$ cat src/hdl/enr_pkg.sv
// Shared types and constants for the ellipsoid normal and residual block.
// Used by enr_front, enr_sqrt_cell, enr_div_cell and the top level.
package enr_pkg;

  // configuration register indexes
  typedef enum logic [1:0] {
    REG_INV_A = 2'd0,
    REG_INV_B = 2'd1,
    REG_INV_C = 2'd2
  } reg_idx_e;

  localparam int SQRT_STEPS = 32;
  localparam int DIV_STEPS  = 32;

  // results that ride along the pipe next to the normal computation
  typedef struct packed {
    logic [2:0][31:0] grad;
    logic [31:0]      residual;
    logic             sat;
    logic             degen;
    logic [2:0]       neg;
  } side_t;

  // square root cell word
  typedef struct packed {
    logic [63:0]      rad;
    logic [34:0]      rem;
    logic [31:0]      root;
    logic [2:0][30:0] v;
    side_t            side;
  } sqrt_t;

  // division cell word, three components share one divisor
  typedef struct packed {
    logic [31:0]      len;
    logic [2:0][31:0] rem;
    logic [2:0][31:0] numlo;
    logic [2:0][31:0] quo;
    side_t            side;
  } div_t;

endpackage

$ cat src/hdl/enr_div_cell.sv
// One restoring division step for the three normal components.
// Depends on enr_pkg for the cell word.
module enr_div_cell (
  input  logic          clk_i,
  input  logic          rst_ni,
  input  logic          valid_i,
  input  enr_pkg::div_t data_i,
  output logic          valid_o,
  output enr_pkg::div_t data_o
);

  logic          valid_q;
  enr_pkg::div_t data_q;
  enr_pkg::div_t data_d;

  // shift in one numerator bit, subtract the length when it fits
  always_comb begin
    logic [32:0] rem_n;
    logic [32:0] diff;
    data_d = data_i;
    for (int i = 0; i < 3; i++) begin
      rem_n = {data_i.rem[i], data_i.numlo[i][31]};
      diff  = rem_n - {1'b0, data_i.len};
      data_d.numlo[i] = {data_i.numlo[i][30:0], 1'b0};
      if (rem_n >= {1'b0, data_i.len}) begin
        data_d.rem[i] = diff[31:0];
        data_d.quo[i] = {data_i.quo[i][30:0], 1'b1};
      end else begin
        data_d.rem[i] = rem_n[31:0];
        data_d.quo[i] = {data_i.quo[i][30:0], 1'b0};
      end
    end
  end

  always_ff @(posedge clk_i or negedge rst_ni) begin
    if (!rst_ni) begin
      valid_q <= 1'b0;
    end else begin
      valid_q <= valid_i;
    end
  end

  always_ff @(posedge clk_i) begin
    data_q <= data_d;
  end

  assign valid_o = valid_q;
  assign data_o  = data_q;

endmodule
$ cat config.mk
export PLATFORM = sky130hd
export DESIGN_NAME = enr_div_cell
export DESIGN_NICKNAME = d
export VERILOG_FILES = /design/src/hdl/enr_pkg.sv /design/src/hdl/enr_div_cell.sv
export SDC_FILE = /design/constraint.sdc
export NUM_CORES = 1
export LEC_CHECK = 0
export BUFFER_PORTS_ARGS = -buffer_cell sky130_fd_sc_hd__buf_2
export CAP_MARGIN = 10
export CORE_AREA = 2 2 351 353
export DETAILED_ROUTE_END_ITERATION = 6
export DIE_AREA = 0 0 353 355
export SYNTH_ARGS = -nofsm -noshare
export SYNTH_HDL_FRONTEND = slang
export SYNTH_SLANG_ARGS = --single-unit
$ cat constraint.sdc
create_clock -name clk_i -period 0.8 [get_ports clk_i]
set_input_delay 0.12 -clock clk_i [delete_from_list [all_inputs] [get_ports clk_i]]
set_output_delay 0.12 -clock clk_i [all_outputs]
set_load 0.03 [all_outputs]
==> results.json <==
{
  "fin_cells": 4891,
  "cts-root-buf": "clkbuf_16",
  "synth_area_per_cell_sq_um": 11.3,
  "dpl.hpwl_um": 105000,
  "die_y_um": 355,
  "core.rowCount": 128,
  "clk_pin_slew_worst_paths_ns": 0.06,
  "drive_gt1_share_pct": 70.5,
  "htreeDepth": 2,
  "cp_cell_sequence": "buf_8 > clkinvlp_4 > buf_12 > ha_4 > a21oi_4 > o221ai_2 > a21oi_1 > o21ai_1 > a41oi_2 > o21ai_2 > o21ai_4 > buf_6 > buf_12 > mux2_4",
  "min_period_over_period_pct": 247,
  "gp_congestion": 0.953,
  "finalSetupViolations": 550,
  "synthFlopType": "dfxtp_1",
  "cp_max_fo": 10,
  "utilization_pct": 32.3,
  "io_pins": 910,
  "vias": 18400,
  "critical_path_class": "input pin to flop",
  "nets": 3757,
  "grt_use_total_pct": 20.1,
  "cts_tree": "yes",
  "drtIter0Drc": 906,
  "overflow": 0,
  "critPathRequiredTime_ns": 1.34,
  "status": "finished with violations",
  "grt_max_degree": 17,
  "via_per_inst": 3.76,
  "synth_edf_count": 0,
  "synth-seq-cells": 451,
  "cts_buffers": 59,
  "area_growth_pct": 152,
  "coreArea_sq_mm": 0.121,
  "grt_pass1_vias": 19600,
  "place_ws_ns": -2.14,
  "cts.path.max_buffers": 3,
  "dr.pass1.iters": 5,
  "post_drt_wl_per_cell_um": 26.8,
  "start_kind": "input pin",
  "ys_warn_count": 0,
  "max-cap-violations": 0,
  "slew_violations": 0,
  "post-route-drc-count": 0,
  "die_width_um": 353,
  "critPathMaxStageDelay_ns": 0.30,
  "power-per-cell-area_mw_per_mm2": 2110,
  "yosys-top-cells-area": "dfxtp_1, ha_1, mux2_2",
  "p_leak_nw": 17.4,
  "path_common_cell": "buf_12",
  "critPathCaptureType": "flop",
  "violations": "hold timing, setup timing",
  "routed_wl_um": 131000,
  "dieArea_sq_mm": 0.125,
  "whs_ns": -0.412,
  "synthArstFlopShare_pct": 0.222,
  "hold_end": "data_o[421]",
  "fmax_mhz": 506,
  "rsz0062_at_grt": "yes",
  "place.port_buffers": 903,
  "synth_top_area_share_pct": 57.9,
  "min_path_cells": 1,
  "grt_pass1_wl_um": 172000,
  "synth.distinct_cells": 79,
  "min-delay-path-class": "input pin to flop",
  "antenna_found_initial": 75,
  "ir_drop_v": 0.00171,
  "hold_start": "data_i[421]",
  "arrival_ns": 2.52,
  "finalHoldViolCount": 5,
  "syn_area_sq_mm": 0.0156,
  "dp.cells": 4236,
  "ys_seq_area_share_pct": 58.1,
  "initial_core_util_pct": 12.8,
  "cp_slowest_cell": "mux2_4",
  "cts_sinks": 451,
  "synthCells": 1378,
  "finalWorstSetupSlack_ns": -1.18,
  "ant_nets": 0,
  "synth_top_area_cell": "dfxtp_1",
  "min_period_ns": 1.98
}
-- synthesized netlist by cell type (all sizes together), types with 11 or more instances --
cell,instances
a211oi,11
a21o,41
a21oi,105
a31oi,17
buf,17
clkbuf,24
dfxtp,450
ha,96
inv,64
mux2,61
nand2,92
nand3,21
nand4,22
nor2,46
nor2b,14
nor3,20
o21a,15
o21ai,74
o21bai,12
xnor2,48
xor2,32
-- critical path: cells and delay by family --
kind                       cells  cell delay (ns)
adders and majority gates      1             0.25
AOI/OAI and AO/OA              7             1.09
buffers and inverters          5             0.73
muxes                          1             0.30
-- cell type report --
class | count | area (sq um)
fill | 12100 | 82200
timing repair buffer | 1802 | 16700
sequential | 451 | 9630
multi-input combinational | 824 | 8440
tap | 1625 | 2030
clock buffer | 73 | 1610
clock inverter | 38 | 414
inverter | 64 | 377
antenna | 14 | 35.0
-- worst max-delay path by stage --
| stage | slack [ns] | end | cells past startpoint | start |
|---|---|---|---|---|
| after floorplan | -1.53 | data_o[419] | 12 | data_i[324] |
| after global placement | -2.10 | data_o[388] | 14 | data_i[427] |
| after detailed placement | -2.14 | data_o[329] | 13 | data_i[429] |
| after CTS | -1.16 | data_o[419] | 13 | data_i[324] |
| after global routing | -1.20 | data_o[393] | 13 | data_i[422] |
| final | -1.18 | data_o[374] | 14 | data_i[433] |
-- routing by layer --
metal  global-route usage, %  wire [um]
met3                    8.70      12900
met5                       0        137
met4                    6.31       5200
met1                    21.5      48500
met2                    35.4      64400
-- state kept, by name (all words and copies together), names as in the netlist --
register and flops:
valid_o 1, data_o 450
-- placed cells by master (no fill, tap or decap), types with 15 or more instances in the layout --
cell type,instances
inv_1,35
dfxtp_2,436
nand2_2,20
xnor2_1,43
a21oi_1,70
o21ai_2,21
o21ai_0,24
nor2_1,29
nand2_4,21
ha_1,29
nand2_1,51
ha_4,60
dlygate4sd3_1,447
buf_4,387
clkbuf_16,61
nand4_1,22
xor2_1,32
buf_8,102
o21ai_1,15
mux2_4,60
a21oi_2,26
buf_12,64
buf_6,370
buf_2,424
a21o_1,37
-- metrics by stage --
stage / hold slack [ns] / instance area (sq um) / setup TNS [ns] / power, W
after floorplan: -0.176 / 16300 / -138.01 / 0.0358
after global placement: -0.105 / 25800 / -192.03 / 0.0456
after detailed placement: -0.103 / 25800 / -193.79 / 0.0456
after CTS: -0.472 / 38200 / -332.47 / 0.0825
after global routing: -0.457 / 39200 / -337.81 / 0.0858
final: -0.412 / 39200 / -307.74 / 0.0826
-- timing repair --
item / in CTS / in global routing
hold endpoints to repair: 449 / 8
setup endpoints to repair: 550 / 550
setup buffers: 63 / 26
pin swaps: 125 / 66
gates cloned: 9 / 1
hold buffers: 444 / 3
resized for setup: 1744 / 181
-- cells by family (layout without fill, tap and decap cells) --
kind of cell,Yosys count,count (layout),share of synthesized area (%)
DFF,451,451,58.1
AOI/OAI and AO/OA,324,324,13.7
and+or+nand+nor,253,253,7.78
buffers and inverters,105,1977,3.17
adders and majority gates,99,99,8.10
xor gates and xnor gates,80,80,4.50
muxes,65,65,4.70
other,1,17,0.0241
-- report_power, final --
| part | internal, W | switching (W) |
|---|---|---|
| Clock | 0.0161 | 0.0119 |
| Combinational | 0.0141 | 0.0140 |
| Sequential | 0.0250 | 0.00151 |
| Total | 0.0552 | 0.0274 |
Power figures use the tool's default switching activity.
