[config.mk]
export PLATFORM = sky130hd
export DESIGN_NAME = enr_sqrt_cell
export DESIGN_NICKNAME = d
export VERILOG_FILES = /design/src/hdl/enr_pkg.sv /design/src/hdl/enr_sqrt_cell.sv
export SDC_FILE = /design/constraint.sdc
export NUM_CORES = 1
export LEC_CHECK = 0
export BUFFER_PORTS_ARGS = -buffer_cell sky130_fd_sc_hd__buf_2
export CAP_MARGIN = 20
export CORE_AREA = 5 5 273 275
export CTS_BUF_LIST = sky130_fd_sc_hd__clkbuf_4 sky130_fd_sc_hd__clkbuf_8 sky130_fd_sc_hd__clkbuf_16
export CTS_CLUSTER_DIAMETER = 50
export DETAILED_ROUTE_END_ITERATION = 8
export DIE_AREA = 0 0 278 280
export SLEW_MARGIN = 20
export SYNTH_ARGS = -nofsm -noshare
export SYNTH_HDL_FRONTEND = slang
export SYNTH_SLANG_ARGS = --single-unit
[constraint.sdc]
create_clock -name clk_i -period 0.8 [get_ports clk_i]
set_clock_uncertainty 0.2 [all_clocks]
set_input_delay 0.04 -clock clk_i [delete_from_list [all_inputs] [get_ports clk_i]]
set_output_delay 0.04 -clock clk_i [all_outputs]
set_load 0.01 [all_outputs]
[src/hdl/enr_pkg.sv]
// Shared types and constants for the ellipsoid normal and residual block.
// Used by enr_front, enr_sqrt_cell, enr_div_cell and the top level.
package enr_pkg;

  // configuration register indexes
  typedef enum logic [1:0] {
    REG_INV_A = 2'd0,
    REG_INV_B = 2'd1,
    REG_INV_C = 2'd2
  } reg_idx_e;

  localparam int SQRT_STEPS = 32;
  localparam int DIV_STEPS  = 32;

  // results that ride along the pipe next to the normal computation
  typedef struct packed {
    logic [2:0][31:0] grad;
    logic [31:0]      residual;
    logic             sat;
    logic             degen;
    logic [2:0]       neg;
  } side_t;

  // square root cell word
  typedef struct packed {
    logic [63:0]      rad;
    logic [34:0]      rem;
    logic [31:0]      root;
    logic [2:0][30:0] v;
    side_t            side;
  } sqrt_t;

  // division cell word, three components share one divisor
  typedef struct packed {
    logic [31:0]      len;
    logic [2:0][31:0] rem;
    logic [2:0][31:0] numlo;
    logic [2:0][31:0] quo;
    side_t            side;
  } div_t;

endpackage

[src/hdl/enr_sqrt_cell.sv]
// One digit step of the integer square root: two radicand bits in, one root bit out.
// Depends on enr_pkg for the cell word.
module enr_sqrt_cell (
  input  logic           clk_i,
  input  logic           rst_ni,
  input  logic           valid_i,
  input  enr_pkg::sqrt_t data_i,
  output logic           valid_o,
  output enr_pkg::sqrt_t data_o
);

  logic           valid_q;
  enr_pkg::sqrt_t data_q;
  enr_pkg::sqrt_t data_d;

  // trial subtract of 4*root+1
  always_comb begin
    logic [34:0] rem_n;
    logic [34:0] trial;
    data_d     = data_i;
    rem_n      = {data_i.rem[32:0], data_i.rad[63:62]};
    trial      = {1'b0, data_i.root, 2'b01};
    data_d.rad = {data_i.rad[61:0], 2'b00};
    if (rem_n >= trial) begin
      data_d.rem  = rem_n - trial;
      data_d.root = {data_i.root[30:0], 1'b1};
    end else begin
      data_d.rem  = rem_n;
      data_d.root = {data_i.root[30:0], 1'b0};
    end
  end

  always_ff @(posedge clk_i or negedge rst_ni) begin
    if (!rst_ni) begin
      valid_q <= 1'b0;
    end else begin
      valid_q <= valid_i;
    end
  end

  always_ff @(posedge clk_i) begin
    data_q <= data_d;
  end

  assign valid_o = valid_q;
  assign data_o  = data_q;

endmodule

==> summary.md <==
| Metric | Value |
|---|---|
| Tcrit/Tclk final | `252.6%` |
| Post-Layout Inst Area | `0.02341 mm2` |
| Clk root buf | `clkbuf_16` |
| Peak VDD IR | `1.581 mV` |
| Post-DP HPWL | `45.71 mm` |
| Drt drc | `0` |
| Worst hold slack | `-651.1 ps` |
| H-Tree Depth | `2` |
| FF+latch count, synth | `356` |
| DRT Pass-1 Iters | `4` |
| Worst setup path class | `in -> reg` |
| Total track usage | `14.35%` |
| Cell-internal power | `38.65 mW` |
| Routed WL | `59.95 mm` |
| GPL Wtd Cong | `0.8314` |
| Sequential share of power | `37.3%` |
| Max-cap violations | `0` |
| # clock sinks | `356` |
| Final Hold Viols | `338` |
| DP Area | `0.01548 mm2` |
| Rows | `99` |
| Cell Chain, Critical Path | `buf_12 -> inv_12 -> ha_4 -> nand4_1 -> nand2b_4 -> or3_4 -> a211oi_4 -> o31ai_4 -> o21ai_4 -> buf_6 -> buf_12 -> mux2_4` |
| Switching part of the total | `27.26%` |
| Reg clk slew, reported paths | `60 ps` |
| Placeable Area | `0.07209 mm2` |
| RSZ-0062 raised after global routing | `true` |
| Final WS setup | `-1221 ps` |
| Commonest cells after routing, fill and taps aside | `446 x buf_2, 329 x dlygate4sd3_1, 274 x buf_6, 251 x dfxtp_2, 137 x buf_4` |
| Synth cell types | `61` |
| Pwr Density | `2269 mW/mm2` |
| CP Capture Type | `register` |
| Net switching power | `14.49 mW` |
| Status | `complete, but fails checks` |
| Post-synthesis sequential area ratio | `74.41%` |
| Async SR Flop Fraction | `0.2809%` |
| Mapped Area | `0.009584 mm2` |
| CTS Buf Count | `55` |
| Yosys warns | `0` |
| Largest net degree at the start of global routing | `15` |
| Initial Util | `13.29%` |
| Final setup viols | `392` |
| Violated checks | `negative hold slack, negative setup slack` |
| Post-Synthesis Cells | `726` |
| Slowest stage delay, CP | `330 ps` |
| Initial antenna violation count | `27` |
| WL/cell | `20.13 um` |
| Setup crit start kind | `input pin` |
| DRT antenna net count | `0` |
| Die X-Extent | `278 um` |
| CP arrival | `2290 ps` |
| Max-slew violations | `0` |
| Overflow after GRT | `0` |
| Number of enable flip-flop cells after synthesis | `0` |
| 1st-iter DRT viols | `302` |
| Minimum clock period | `2021 ps` |
| Most common cell after layout, fill and taps aside | `buf_2` |
| Syn_area_per_cell | `13.20 um2` |
| Max Fclk | `494.9 MHz` |
| CTS tree | `built` |
| Global-route wire length before repair | `80.73 mm` |
| Combinational Power Share | `18.9%` |
| Fillcell total | `7228` |
| Nets@finish | `2362` |
| Hold WC Path Type | `in -> reg` |
| Pleak | `10.68 nW` |
| Top Ports | `718` |
| Vias in the first global route | `11250` |
| Required @ worst endpoint | `1070 ps` |
| Post-Place Worst Slack | `-1882 ps` |
| Bufs on Longest Clock Path | `3` |
| Top_reg_cell synth | `dfxtp_1` |
| IO Port Bufs | `713` |
| Vias | `10350` |
| Most frequent CP cell | `buf_12` |
| Die H | `280 um` |
| Worst path slowest cell | `or3_4` |
| DIE AREA | `0.07784 mm2` |
| Layout cells sized above 1 | `66.85%` |
| Clock network power share | `43.8%` |
| Area Growth Syn to Fin | `144.3%` |
| Worst-path maximum fanout | `5` |
| Detailed-route vias per instance | `3.476` |
==> cell type report <==
cell class	instances	area, um2	share of cell area, %
Antenna cell	7	17.52	0.07482
Clock buffer	63	1474	6.295
Tap cell	959	1200	5.125
Sequential cell	356	7450	31.82
Clock inverter	38	339.1	1.448
Timing Repair Buffer	1197	9832	41.99
Multi-Input combinational cell	312	2913	12.44
Inverter	46	187.7	0.8016
==> power groups by stage <==
stage | clock network [mW] | logic [mW] | registers (mW)
after global routing | 24.8 | 10.7 | 19.9
after detailed placement | 0 | 6.67 | 19.7
after global placement | 0 | 6.63 | 19.7
final | 23.3 | 10.0 | 19.8
after CTS | 24.0 | 9.65 | 19.7
after floorplan | 0 | 2.01 | 20.4
==> synth_stat cells, drive strengths merged, types with 4 or more instances <==
master    n  area, um2
a21oi    50      265.3
nor2b     4      25.02
xnor2    21      183.9
buf      11      80.08
o211ai    6      50.05
xor2     10      87.58
and3      5      31.28
a211oi    4      35.03
mux2     11      127.6
nand4     9      56.30
nor4      4      31.28
inv      46      172.7
o21ai    22      117.6
dfxtp   355       7107
a21o      8      60.06
or3       4      25.02
nor3     10      50.05
nand2    20      75.07
ha       34      425.4
nor2     45      168.9
==> critical path: cells and delay by family <==
kind | cells | cell delay (ps)
AND/OR/NAND/NOR | 3 | 730
AO/OA/AOI/OAI | 3 | 550
multiplexers | 1 | 300
buffers and inverters | 4 | 400
adder cells (fa/ha/maj) | 1 | 250
==> cell families (layout without fill, tap and decap cells) <==
kind of cell | Yosys count | count (layout) | synth area share [%]
xor+xnor | 31 | 31 | 2.833
other cells | 1 | 9 | 0.03913
mux | 14 | 14 | 1.645
buf+inv | 59 | 1344 | 2.728
compound gates | 121 | 121 | 8.434
simple gates | 110 | 110 | 5.470
flops | 356 | 356 | 74.41
fa+ha+maj | 34 | 34 | 4.439
==> metrics by stage <==
step	power [mW]	hold WS (ps)	util, %	setup TNS (ps)	std cells
floorplan	22.36	-455.6	-	-47400	727
global placement	26.36	-385.6	21.47	-62120	2517
detailed placement	26.38	-384.9	21.47	-64140	2517
CTS	53.34	-705.2	31.26	-222180	2960
global route	55.45	-695.9	32.47	-226000	2975
finish	53.13	-651.1	32.48	-204870	2978
==> path summary, 6_finish.rpt <==
check / startpoint / endpoint / slack, ps / cells after the start
max: data_i[248] / data_o[267] / -1220 / 12
min: data_i[250] / data_o[251] / -650 / 1
max in group asynchronous: rst_ni / valid_o / 170 / 3
min in group asynchronous: rst_ni / valid_o / 120 / 3
==> layer usage <==
layer	vias to the layer above	track usage [%]	part of all wire, %
met5	-	0	0.30
met4	24	6.631	5.7
met3	147	8.046	12
met2	485	23.94	47
met1	4757	14.75	34
li1	4940	-	-
==> state kept, by name, summed over array words and instances, names as in the netlist <==
signal / flops
data_o: 355
valid_o: 1
==> what timing repair did <==
item	in CTS	in global routing
endpoints found under the hold margin	356	342
buffers inserted	17	9
gates resized for setup	556	216
pin swaps	18	11
hold buffers	323	6
gates cloned	4	0
endpoints found under the setup margin	392	392
(Power assumes the default switching activity.)
